[src/u8d_pkg.sv]
// Shared types and constants of the UTF-8 stream decoder.
package u8d_pkg;

    localparam int CpW    = 21;
    localparam int QDepth = 4;
    localparam int QAw    = $clog2(QDepth);

    localparam logic [CpW-1:0] SubstChar  = CpW'(8'h2E);
    localparam logic [31:0]    LimitReset = 32'hFFFF_FFFF;

    typedef struct packed {
        logic           two;
        logic [CpW-1:0] cp;
        logic           subst;
    } t_entry;

    typedef struct packed {
        logic   valid;
        t_entry entry;
    } t_q_head;

endpackage

[src/utf8_stream_decoder.sv]
// UTF-8 stream decoder top level: front end, result queue and output stage.
// A result enters the queue as its byte is accepted, then the output register.
// Throughput: one byte per cycle while the queue has room and the limit is not hit;
// a byte with two results holds the output for both; the four-entry queue absorbs it.
// Reset: synchronous active low; clears decode state, byte count, queue and output
// valid, and sets the length limit to all ones (unlimited). No clearing pass.
module utf8_stream_decoder (
    input  logic                    i_clk,
    input  logic                    i_rst_n,
    input  logic                    i_valid,
    output logic                    o_stall,
    input  logic [7:0]              i_byte_in,
    input  logic                    i_chunk_end,
    output logic                    o_valid,
    input  logic                    i_stall,
    output logic [u8d_pkg::CpW-1:0] o_code_point,
    output logic                    o_substituted,
    output logic                    o_last,
    input  logic                    i_cfg_valid,
    output logic                    o_cfg_ready,
    input  logic [31:0]             i_cfg_data
);
    import u8d_pkg::*;

    logic    q_full;
    logic    push;
    logic    pop;
    t_entry  push_entry;
    t_q_head head;

    u8d_front u_front (
        .i_clk        (i_clk),
        .i_rst_n      (i_rst_n),
        .i_valid      (i_valid),
        .i_byte_in    (i_byte_in),
        .i_chunk_end  (i_chunk_end),
        .o_stall      (o_stall),
        .i_cfg_valid  (i_cfg_valid),
        .i_cfg_data   (i_cfg_data),
        .o_cfg_ready  (o_cfg_ready),
        .i_q_full     (q_full),
        .o_push       (push),
        .o_push_entry (push_entry)
    );

    u8d_queue u_queue (
        .i_clk        (i_clk),
        .i_rst_n      (i_rst_n),
        .i_push       (push),
        .i_push_entry (push_entry),
        .i_pop        (pop),
        .o_full       (q_full),
        .o_head       (head)
    );

    u8d_back u_back (
        .i_clk         (i_clk),
        .i_rst_n       (i_rst_n),
        .i_head        (head),
        .o_pop         (pop),
        .o_valid       (o_valid),
        .i_stall       (i_stall),
        .o_code_point  (o_code_point),
        .o_substituted (o_substituted),
        .o_last        (o_last)
    );

endmodule

[src/u8d_front.sv]
// Front end: byte acceptance, length limit, sequence decode and queue push.
module u8d_front (
    input  logic                 i_clk,
    input  logic                 i_rst_n,
    input  logic                 i_valid,
    input  logic [7:0]           i_byte_in,
    input  logic                 i_chunk_end,
    output logic                 o_stall,
    input  logic                 i_cfg_valid,
    input  logic [31:0]          i_cfg_data,
    output logic                 o_cfg_ready,
    input  logic                 i_q_full,
    output logic                 o_push,
    output u8d_pkg::t_entry      o_push_entry
);
    import u8d_pkg::*;

    logic [31:0]    r_limit;
    logic [31:0]    r_consumed;
    logic [31:0]    n_consumed;
    logic [1:0]     r_pending;
    logic [1:0]     n_pending;
    logic [CpW-1:0] r_acc;
    logic [CpW-1:0] n_acc;
    logic [CpW-1:0] shifted;
    logic           limit_hit;
    logic           take;
    logic           push;
    t_entry         entry;

    assign o_stall     = i_q_full;
    assign o_cfg_ready = 1'b1;
    assign limit_hit   = (r_limit != LimitReset) && (r_consumed >= r_limit);
    assign take        = i_valid && !i_q_full && !limit_hit;
    assign shifted     = {r_acc[CpW-7:0], i_byte_in[5:0]};

    always_comb begin
        n_pending   = r_pending;
        n_acc       = r_acc;
        push        = 1'b0;
        entry.two   = 1'b0;
        entry.cp    = SubstChar;
        entry.subst = 1'b1;
        n_consumed  = (r_consumed != LimitReset) ? r_consumed + 32'd1 : r_consumed;
        unique casez (i_byte_in)
            8'b0???_???? : begin
                push        = 1'b1;
                entry.two   = (r_pending != 2'd0);
                entry.cp    = CpW'(i_byte_in);
                entry.subst = 1'b0;
                n_pending   = 2'd0;
            end
            8'b10??_???? : begin
                if (r_pending != 2'd0) begin
                    n_acc     = shifted;
                    n_pending = r_pending - 2'd1;
                    if (r_pending == 2'd1) begin
                        push        = 1'b1;
                        entry.cp    = shifted;
                        entry.subst = 1'b0;
                    end
                end else begin
                    push = 1'b1;
                end
            end
            8'b110?_???? : begin
                n_pending = 2'd1;
                n_acc     = CpW'(i_byte_in & 8'h1F);
            end
            8'b1110_???? : begin
                n_pending = 2'd2;
                n_acc     = CpW'(i_byte_in & 8'h0F);
            end
            8'b1111_0??? : begin
                n_pending = 2'd3;
                n_acc     = CpW'(i_byte_in & 8'h07);
            end
            default : begin
                push      = 1'b1;
                n_pending = 2'd0;
            end
        endcase
    end

    assign o_push       = take && push && (i_chunk_end || !i_chunk_end);
    assign o_push_entry = entry;

    always_ff @(posedge i_clk) begin
        if (!i_rst_n) begin
            r_limit    <= LimitReset;
            r_consumed <= 32'd0;
            r_pending  <= 2'd0;
            r_acc      <= '0;
        end else begin
            if (i_cfg_valid) begin
                r_limit <= i_cfg_data;
            end
            if (take) begin
                r_consumed <= n_consumed;
                r_pending  <= n_pending;
                r_acc      <= n_acc;
            end
        end
    end

endmodule

[src/u8d_queue.sv]
// Short result queue between the front end and the output stage.
module u8d_queue (
    input  logic             i_clk,
    input  logic             i_rst_n,
    input  logic             i_push,
    input  u8d_pkg::t_entry  i_push_entry,
    input  logic             i_pop,
    output logic             o_full,
    output u8d_pkg::t_q_head o_head
);
    import u8d_pkg::*;

    t_entry         r_mem [QDepth];
    logic [QAw-1:0] r_wr_ptr;
    logic [QAw-1:0] r_rd_ptr;
    logic [QAw:0]   r_count;
    logic           do_push;
    logic           do_pop;

    assign o_full       = (r_count == (QAw+1)'(QDepth));
    assign o_head.valid = (r_count != '0);
    assign o_head.entry = r_mem[r_rd_ptr];
    assign do_push      = i_push && !o_full;
    assign do_pop       = i_pop && o_head.valid;

    always_ff @(posedge i_clk) begin
        if (do_push) begin
            r_mem[r_wr_ptr] <= i_push_entry;
        end
    end

    always_ff @(posedge i_clk) begin
        if (!i_rst_n) begin
            r_wr_ptr <= '0;
            r_rd_ptr <= '0;
            r_count  <= '0;
        end else begin
            if (do_push) begin
                r_wr_ptr <= r_wr_ptr + QAw'(1);
            end
            if (do_pop) begin
                r_rd_ptr <= r_rd_ptr + QAw'(1);
            end
            r_count <= r_count + (QAw+1)'(do_push) - (QAw+1)'(do_pop);
        end
    end

`ifndef SYNTHESIS
    a_count_bound: assert property (@(posedge i_clk) disable iff (!i_rst_n)
        r_count <= (QAw+1)'(QDepth))
        else $error("queue count beyond depth");
    a_no_overflow: assert property (@(posedge i_clk) disable iff (!i_rst_n)
        !(i_push && o_full))
        else $error("push into full queue");
    a_no_underflow: assert property (@(posedge i_clk) disable iff (!i_rst_n)
        i_pop |-> o_head.valid)
        else $error("pop from empty queue");
`endif

endmodule

[src/u8d_back.sv]
// Output stage: expands queue entries into result transactions.
module u8d_back (
    input  logic                    i_clk,
    input  logic                    i_rst_n,
    input  u8d_pkg::t_q_head        i_head,
    output logic                    o_pop,
    output logic                    o_valid,
    input  logic                    i_stall,
    output logic [u8d_pkg::CpW-1:0] o_code_point,
    output logic                    o_substituted,
    output logic                    o_last
);
    import u8d_pkg::*;

    logic           r_valid;
    logic           r_phase;
    logic [CpW-1:0] r_cp;
    logic           r_subst;
    logic           r_last;
    logic           load;
    logic           first_half;

    assign load       = i_head.valid && (!r_valid || !i_stall);
    assign first_half = i_head.entry.two && !r_phase;
    assign o_pop      = load && !first_half;

    always_ff @(posedge i_clk) begin
        if (!i_rst_n) begin
            r_valid <= 1'b0;
            r_phase <= 1'b0;
        end else if (load) begin
            r_valid <= 1'b1;
            r_phase <= first_half;
        end else if (!i_stall) begin
            r_valid <= 1'b0;
        end
    end

    always_ff @(posedge i_clk) begin
        if (load) begin
            if (first_half) begin
                r_cp    <= SubstChar;
                r_subst <= 1'b1;
                r_last  <= 1'b0;
            end else begin
                r_cp    <= i_head.entry.cp;
                r_subst <= i_head.entry.subst;
                r_last  <= 1'b1;
            end
        end
    end

    assign o_valid       = r_valid;
    assign o_code_point  = r_cp;
    assign o_substituted = r_subst;
    assign o_last        = r_last;

endmodule
[config.mk]
export PLATFORM = sky130hd
export DESIGN_NAME = utf8_stream_decoder
export DESIGN_NICKNAME = d
export VERILOG_FILES = /design/src/u8d_pkg.sv /design/src/utf8_stream_decoder.sv /design/src/u8d_front.sv /design/src/u8d_queue.sv /design/src/u8d_back.sv
export SDC_FILE = /design/constraint.sdc
export NUM_CORES = 1
export LEC_CHECK = 0
export ABC_CLOCK_PERIOD_IN_PS = 4800
export BUFFER_PORTS_ARGS = -buffer_cell sky130_fd_sc_hd__buf_4
export CORE_MARGIN = 4
export CORE_UTILIZATION = 40
export DETAILED_ROUTE_END_ITERATION = 16
export HOLD_SLACK_MARGIN = 0.1
export PLACE_DENSITY = 0.68
export REMOVE_ABC_BUFFERS = 1
export SLEW_MARGIN = 20
export SYNTH_ARGS = -nofsm -noshare
export SYNTH_HDL_FRONTEND = slang
export SYNTH_HIERARCHICAL = 1
export SYNTH_SLANG_ARGS = --single-unit
export TNS_END_PERCENT = 5
[constraint.sdc]
create_clock -name i_clk -period 4.8 [get_ports i_clk]
set_clock_uncertainty 0.05 [all_clocks]
set_input_delay 0.24 -clock i_clk [delete_from_list [all_inputs] [get_ports i_clk]]
set_output_delay 0.24 -clock i_clk [all_outputs]
set_load 0.01 [all_outputs]
==> results of run 1 <==
[flip-flops by register name (all words and copies together), names as in the netlist, 2 cells and up, named ones only]
name	flops
u_queue/r_count	3
u_front/r_consumed	32
u_front/r_pending	2
u_queue/r_wr_ptr	2
u_queue/r_mem	92
u_front/r_limit	32
u_queue/r_rd_ptr	2
u_front/r_acc	15
u_back/o_code_point	21
[per-layer routing]
| metal | share of wire | GRT usage | vias to the layer above |
|---|---|---|---|
| met4 | 0.027 | 0.0411 | 0 |
| li1 | - | - | 3053 |
| met3 | 0.041 | 0.0208 | 31 |
| met2 | 0.49 | 0.248 | 124 |
| met5 | 0 | 0 | - |
| met1 | 0.44 | 0.180 | 2978 |
[cell usage after synthesis, types with 3 or more instances]
library cell | instances | area, µm²
a21boi_0 | 14 | 105
a21boi_1 | 8 | 60.1
a21oi_1 | 12 | 60.1
and2_1 | 39 | 244
and3_1 | 18 | 113
and4_1 | 7 | 61.3
buf_2 | 9 | 45.0
buf_4 | 3 | 22.5
buf_6 | 4 | 45.0
clkbuf_1 | 23 | 86.3
dfxtp_1 | 92 | 1840
edfxtp_1 | 115 | 3450
ha_1 | 41 | 513
inv_1 | 44 | 165
mux2i_1 | 15 | 150
mux4_1 | 3 | 78.8
mux4_2 | 20 | 450
nand2_1 | 93 | 349
nand2b_1 | 26 | 163
nand3_1 | 35 | 175
nand4_1 | 23 | 144
nor2_1 | 12 | 45.0
nor2b_1 | 5 | 31.3
nor3_1 | 3 | 15.0
nor4_1 | 6 | 37.5
o211ai_1 | 35 | 263
o21a_1 | 6 | 45.0
o21ai_0 | 4 | 20.0
o31a_1 | 6 | 52.6
o31ai_1 | 5 | 37.5
or4_1 | 3 | 22.5
xnor2_1 | 10 | 87.6
[critical path, stage by stage (launching register included)]
cell and delay, ps:
dfxtp_1 330, inv_1 70, ha_1 310, a21oi_1 160, o21ai_0 120, a2111oi_0 520
o211ai_1 210, nand4_1 150, o2111a_1 190, nor2b_1 120, buf_4 150, inv_1 50
ha_1 270, inv_1 60, ha_1 130, inv_1 50, fa_1 370, xnor2_1 140
xnor2_1 120, and2_1 150
[power groups by stage]
stage	clock network (mW)	logic, mW	registers (mW)
after global routing	1.76	1.12	2.29
final	1.64	1.01	2.27
after floorplan	0	0.521	2.39
after global placement	0	0.980	2.30
after CTS	1.69	1.04	2.27
after detailed placement	0	1.00	2.31
[cell families after synthesis]
kind of cell             Yosys count  synth area share
AND/OR/NAND/NOR                  283             0.162
multiplexers                      38            0.0726
flip-flops                       207             0.566
other                              1          0.000401
XOR/XNOR                          12            0.0112
AO/OA/AOI/OAI                    108            0.0872
buffers and inverters             86            0.0436
adder cells (fa/ha/maj)           42            0.0570
[layout make-up]
class	instances	area, µm²	area share
flip-flops and latches	207	5300	0.471
multi-input cells	484	3660	0.325
clock buffers	30	622	0.0553
clock inverters	10	88.8	0.00790
inverters	44	165	0.0147
well taps	313	392	0.0348
repair buffers	122	1020	0.0910
[how the worst max path moves through the flow]
stage	start	to	slack, ps	cells past startpoint
floorplan	u_front/r_consumed[0]	u_queue/r_count[2]	1080	18
global placement	u_front/r_limit[9]	u_queue/r_count[2]	980	19
detailed placement	u_front/r_limit[9]	u_queue/r_count[2]	1000	19
CTS	u_front/r_limit[9]	u_queue/r_count[2]	980	19
global route	u_front/r_limit[9]	u_queue/r_count[2]	640	19
finish	u_front/r_limit[9]	u_queue/r_count[2]	990	19
[cell usage in the layout (no fill, tap or decap), types with 10 or more instances in the layout]
cell	Yosys	layout
nor2_1	12	12
clkbuf_16	0	23
a21oi_1	12	12
mux2i_1	15	15
mux4_2	20	20
a21boi_0	14	14
xnor2_1	10	10
nand2b_1	26	26
nand2_1	93	93
dfxtp_1	92	92
dlygate4sd3_1	0	43
inv_1	44	44
o211ai_1	35	35
and3_1	18	18
buf_4	3	79
nand4_1	23	23
nand3_1	35	35
ha_1	41	41
edfxtp_1	115	115
and2_1	39	39
==> results.yml, run 1 <==
setup_path:
  criticalPathCategory: "reg2reg"
  worst_setup_path_start_kind: "flip-flop"
  crit_path_end_kind: "flip-flop"
  timing.rr.start: "u_front/r_limit[9]"
  path_max_fanout: 7
  rrSetupSlack_ps: 990
  r2r-end: "u_queue/r_count[2]"
  worst-r2r-cell-count: 19
  critical_path_arrival_ps: 4160
  cp.required_ps: 5150
clock_network:
  path_clk_slew_ps: 60
  root_buffer: "clkbuf_16"
  ctsHoldBuffers: 43
  clk_path_buf_depth: 3
  clock_latency_ps: 510
  htree_levels: 1
  cts_buffers: 22
  ctsResizeCount: 0
  cts_tree: "done"
  post_cts_buffers: 0
  clock_sinks: 207
die:
  start_util: 0.410
  io_pins: 72
  dieArea_mm2: 0.0259
  die_x_um: 161
  core_area_mm2: 0.0228
  rows: 55
  die_h_um: 161
place:
  gp_congestion: 0.744
  place_area_mm2: 0.0101
  dp.cells: 1127
  preCtsSetupSlack_ps: 1000
  dp_hpwl_um: 11700
  port_buffers: 69
power:
  clockPowerShare: 0.334
  pwr-share-comb: 0.205
  ir_worst_vdd_v: 0.000263
  power_density_mw_per_mm2: 437
  p_seq_frac: 0.461
  p_sw_frac: 0.260
  fin_total_pwr_mw: 4.92
  p_leak_nw: 4.42
  p_int_mw: 3.64
  power.switching_mw: 1.28
synth:
  syn_inst: 777
  yosysSeqAreaShare: 0.566
  ys_warn_count: 6
  synth-seq-cells: 207
  synth_edf_count: 115
  syn_area_mm2: 0.00936
  synth_ff_type: "edfxtp_1"
  syn_avg_cell_area_um2: 12.0
  postSynth.asyncResetShare: 0
  ys_types: 61
drt:
  drt_wl_total_um: 18300
  postRouteAntennaNets: 0
  drt_iter0_markers: 330
  remaining_drc_errors: 0
  viasPerCell: 5.11
  vias: 6186
  routedWlPerCell_um: 15.2
  drt_first_pass_iters: 5
layout:
  drive_gt1_frac: 0.157
  fin_util: 0.492
  syn2layout_area_growth_pct: 20.1
  diodes: 0
  layout.nets: 969
  fill_cells: 2076
  fin_cells: 1210
  final_area_mm2: 0.0112
timing:
  timing.setup.tns_ps: 0
  hold_violations: 0
  rsz0062_at_grt: "no"
  worst_slack_ps: 990
  worst_pin_slew_ps: 1010
  setup_viol: 0
  fin_crit_sh: 0.794
  slew_viol_final: 0
  fin_crit_ps: 3810
  fmax_mhz: 262
  fin_hold_ws_ps: 222
  relSlewSlack: 0.325
worst_hold_path:
  hold_depth: 3
  hold_path_end: "u_front/r_limit[1]"
  hold_start: "i_cfg_valid"
  hold_class: "in2reg"
global_route:
  grt_pass1_vias: 6059
  overflow: 0
  track_usage: 0.141
  grt_max_degree: 110
  grt_pass1_wl_um: 30400
  antenna_found_initial: 0
run:
  max_cap_violations: 0
run_status:
  status: "completed"
Power figures use the tool's default switching activity.
==> run 2, diff against run 1 <==
- ABC_AREA: unset -> 1
- ABC_CLOCK_PERIOD_IN_PS: 4800 -> 3300
- PLACE_DENSITY: 0.68 -> 0.7
- clock period: 4.8 -> 3.3 ns (I/O delays scaled with it)
==> run 2 against run 1 <==
Net effect: routed wire length up 18%; sequential cell count unchanged; critical path depth is 3 lower; clock power up 47%; global-route usage is 0.92 points higher.
==> results.yml, run 2 <==
run_status:
  status: "completed"
layout:
  largestRegisters: "u_queue/r_mem x92, u_front/r_consumed x32, u_front/r_limit x32"
  ff_latch_area_mm2: 0.00530
  fill_cells: 2357
  diodes: 0
  syn2layout_area_growth_pct: 20.5
  drive_gt1_frac: 0.185
  final_common_cell: "nand2_1"
  final_area_mm2: 0.0123
  largest_reg_flops: 92
  multi_input_area_mm2: 0.00410
  layout.nets: 1342
  final_cell_mix: "181 x nand2_1, 154 x nor2_1, 142 x inv_1, 115 x edfxtp_1, 90 x dfxtp_1"
  fin_cells: 1597
  largest-register: "u_queue/r_mem"
die:
  die_h_um: 168
  dieArea_mm2: 0.0282
  io_pins: 72
  rows: 58
  start_util: 0.406
  core_area_mm2: 0.0252
  die_x_um: 168
clock_network:
  htree_levels: 1
  path_clk_slew_ps: 60
  cts_buffers: 23
  clk_path_buf_depth: 3
  root_buffer: "clkbuf_16"
  clock_sinks: 207
  cts_tree: "done"
  clock_latency_ps: 520
timing:
  worst_slack_ps: 223
  worst_pin_slew_ps: 904
  hold_violations: 0
  relSlewSlack: 0.397
  slew_viol_final: 0
  fin_crit_sh: 0.932
  fmax_mhz: 325
  setup_viol: 0
  fin_crit_ps: 3080
  rsz0062_at_grt: "no"
synth:
  synth_compound_area_frac: 0.116
  synthTopCellsByCount: "181 x nand2_1, 160 x nor2_1, 143 x inv_1"
  synth_edf_count: 115
  synth.area.top_cells: "edfxtp_1 34%, dfxtp_1 18%, nand2_1 6.6%"
  synth-simple-area-share: 0.216
  syn_area_mm2: 0.0102
  synthAdderAreaFrac: 0.0521
  ys_warn_count: 6
  yosysTopAreaCell: "edfxtp_1"
  yosysSeqAreaShare: 0.517
  synth_top_family_by_area: "simple AND/OR/NAND/NOR gates"
  synth_ff_type: "edfxtp_1"
  syn_inst: 1136
  synthMuxAreaShare: 0
  yosys.cell_count.top_type: "nand2_1"
  syn_avg_cell_area_um2: 9.01
  postSynth.asyncResetShare: 0
  synth-xor-area-share: 0.0137
  ys_types: 48
  yosysTopAreaCellShare: 0.337
  synth-seq-cells: 207
drt:
  drt_wl_total_um: 21600
  viasPerCell: 4.90
  vias: 7827
  drt_iter0_markers: 503
  drt_first_pass_iters: 5
  postRouteAntennaNets: 0
  routedWlPerCell_um: 13.5
  remaining_drc_errors: 0
setup_path:
  slowest_stage: "dlygate4sd3_1"
  path_max_fanout: 54
  criticalPathCategory: "reg2reg"
  path_cells: "ha_1 -> nand2_1 -> nand2_1 -> nand2_1 -> nand2_1 -> nand2_1 -> a21oi_1 -> nor2_2 -> nand2_1 -> nand2_2 -> buf_6 -> nand3_1 -> buf_4 -> a21oi_1 -> nor2_1 -> dlygate4sd3_1"
  critical_path_arrival_ps: 3430
  cp.required_ps: 3660
  crit_path_end_kind: "flip-flop"
  cp_common_cell: "nand2_1"
  cp_num_buf_inv: 3
  worst_setup_path_start_kind: "flip-flop"
  crit_family: "buffers and inverters"
  slowest_delay_ps: 560
global_route:
  track_usage: 0.150
  grt_max_degree: 65
  overflow: 0
  antenna_found_initial: 0
  grt_pass1_wl_um: 35700
  grt_pass1_vias: 7562
place:
  dp_hpwl_um: 14100
  port_buffers: 69
  gp_congestion: 0.844
  dp.cells: 1511
  preCtsSetupSlack_ps: 204
  place_area_mm2: 0.0111
power:
  ir_worst_vdd_v: 0.000500
  power_density_mw_per_mm2: 614
  p_leak_nw: 5.27
worst_hold_path:
  hold_class: "in2reg"
run:
  max_cap_violations: 0
-- run 2: stage by stage --
step	hold WS (ps)	setup TNS (ps)	total power, mW	utilization
2_1_floorplan	213	-129600	4.49	-
3_3_place_gp	330	0	5.15	0.442
3_5_place_dp	333	0	5.19	0.442
4_1_cts	120	0	7.66	0.489
5_1_grt	166	0	7.99	0.490
6_report	121	0	7.57	0.490
-- run 2: cell families after synthesis --
kind of cell | Yosys count
AND/OR/NAND/NOR | 484
flip-flops | 207
adder cells (fa/ha/maj) | 42
buffers and inverters | 202
XOR/XNOR | 16
other | 1
AO/OA/AOI/OAI | 184
-- run 2: final cells by class --
| class | instances | share of cell area |
|---|---|---|
| clock inverter | 7 | 0.00609 |
| timing repair buffer | 141 | 0.0999 |
| inverter | 154 | 0.0477 |
| clock buffer | 31 | 0.0507 |
| tap | 330 | 0.0335 |
| multi-input combinational | 727 | 0.333 |
| sequential | 207 | 0.429 |
-- run 2: metal layers --
| metal | wire, µm | vias up | share of wire | global-route usage |
|---|---|---|---|---|
| li1 | - | 4002 | - | - |
| met1 | 9280 | 3644 | 0.43 | 0.182 |
| met2 | 11000 | 149 | 0.51 | 0.280 |
| met3 | 859 | 32 | 0.040 | 0.0209 |
| met4 | 435 | 0 | 0.020 | 0.0356 |
| met5 | 0 | - | 0 | 0 |
-- run 2: worst paths after layout --
| kind | startpoint | to | slack, ps | cells after the start |
|---|---|---|---|---|
| min | i_cfg_valid | u_front/r_limit[28] | 120 | 2 |
| min reg2reg | u_front/r_pending[1] | u_front/r_pending[1] | 410 | 2 |
| max reg2reg | u_front/r_consumed[17] | u_front/r_acc[4] | 220 | 16 |
| max | u_front/r_consumed[17] | u_front/r_acc[4] | 220 | 16 |
-- run 2: where the power goes --
group	total (mW)	internal (mW)	switching, mW
combinational	1.85	0.728	1.12
clock	2.41	1.41	0.999
sequential	3.32	3.19	0.129
total	7.57	5.32	2.25
-- run 2: worst reg2reg max path: cells and delay by family, from the launching register on --
family | cells | cell delay [ps]
flops | 1 | 450
compound gates | 2 | 270
buf+inv | 3 | 1150
simple gates | 10 | 770
fa+ha+maj | 1 | 300
-- run 2: what timing repair did --
item / CTS / global route
hold endpoints to repair: 104 / 0
hold buffers: 48 / 0
resized for setup: 0 / 7
endpoints found under the setup margin: 0 / 6
setup buffers: 0 / 0
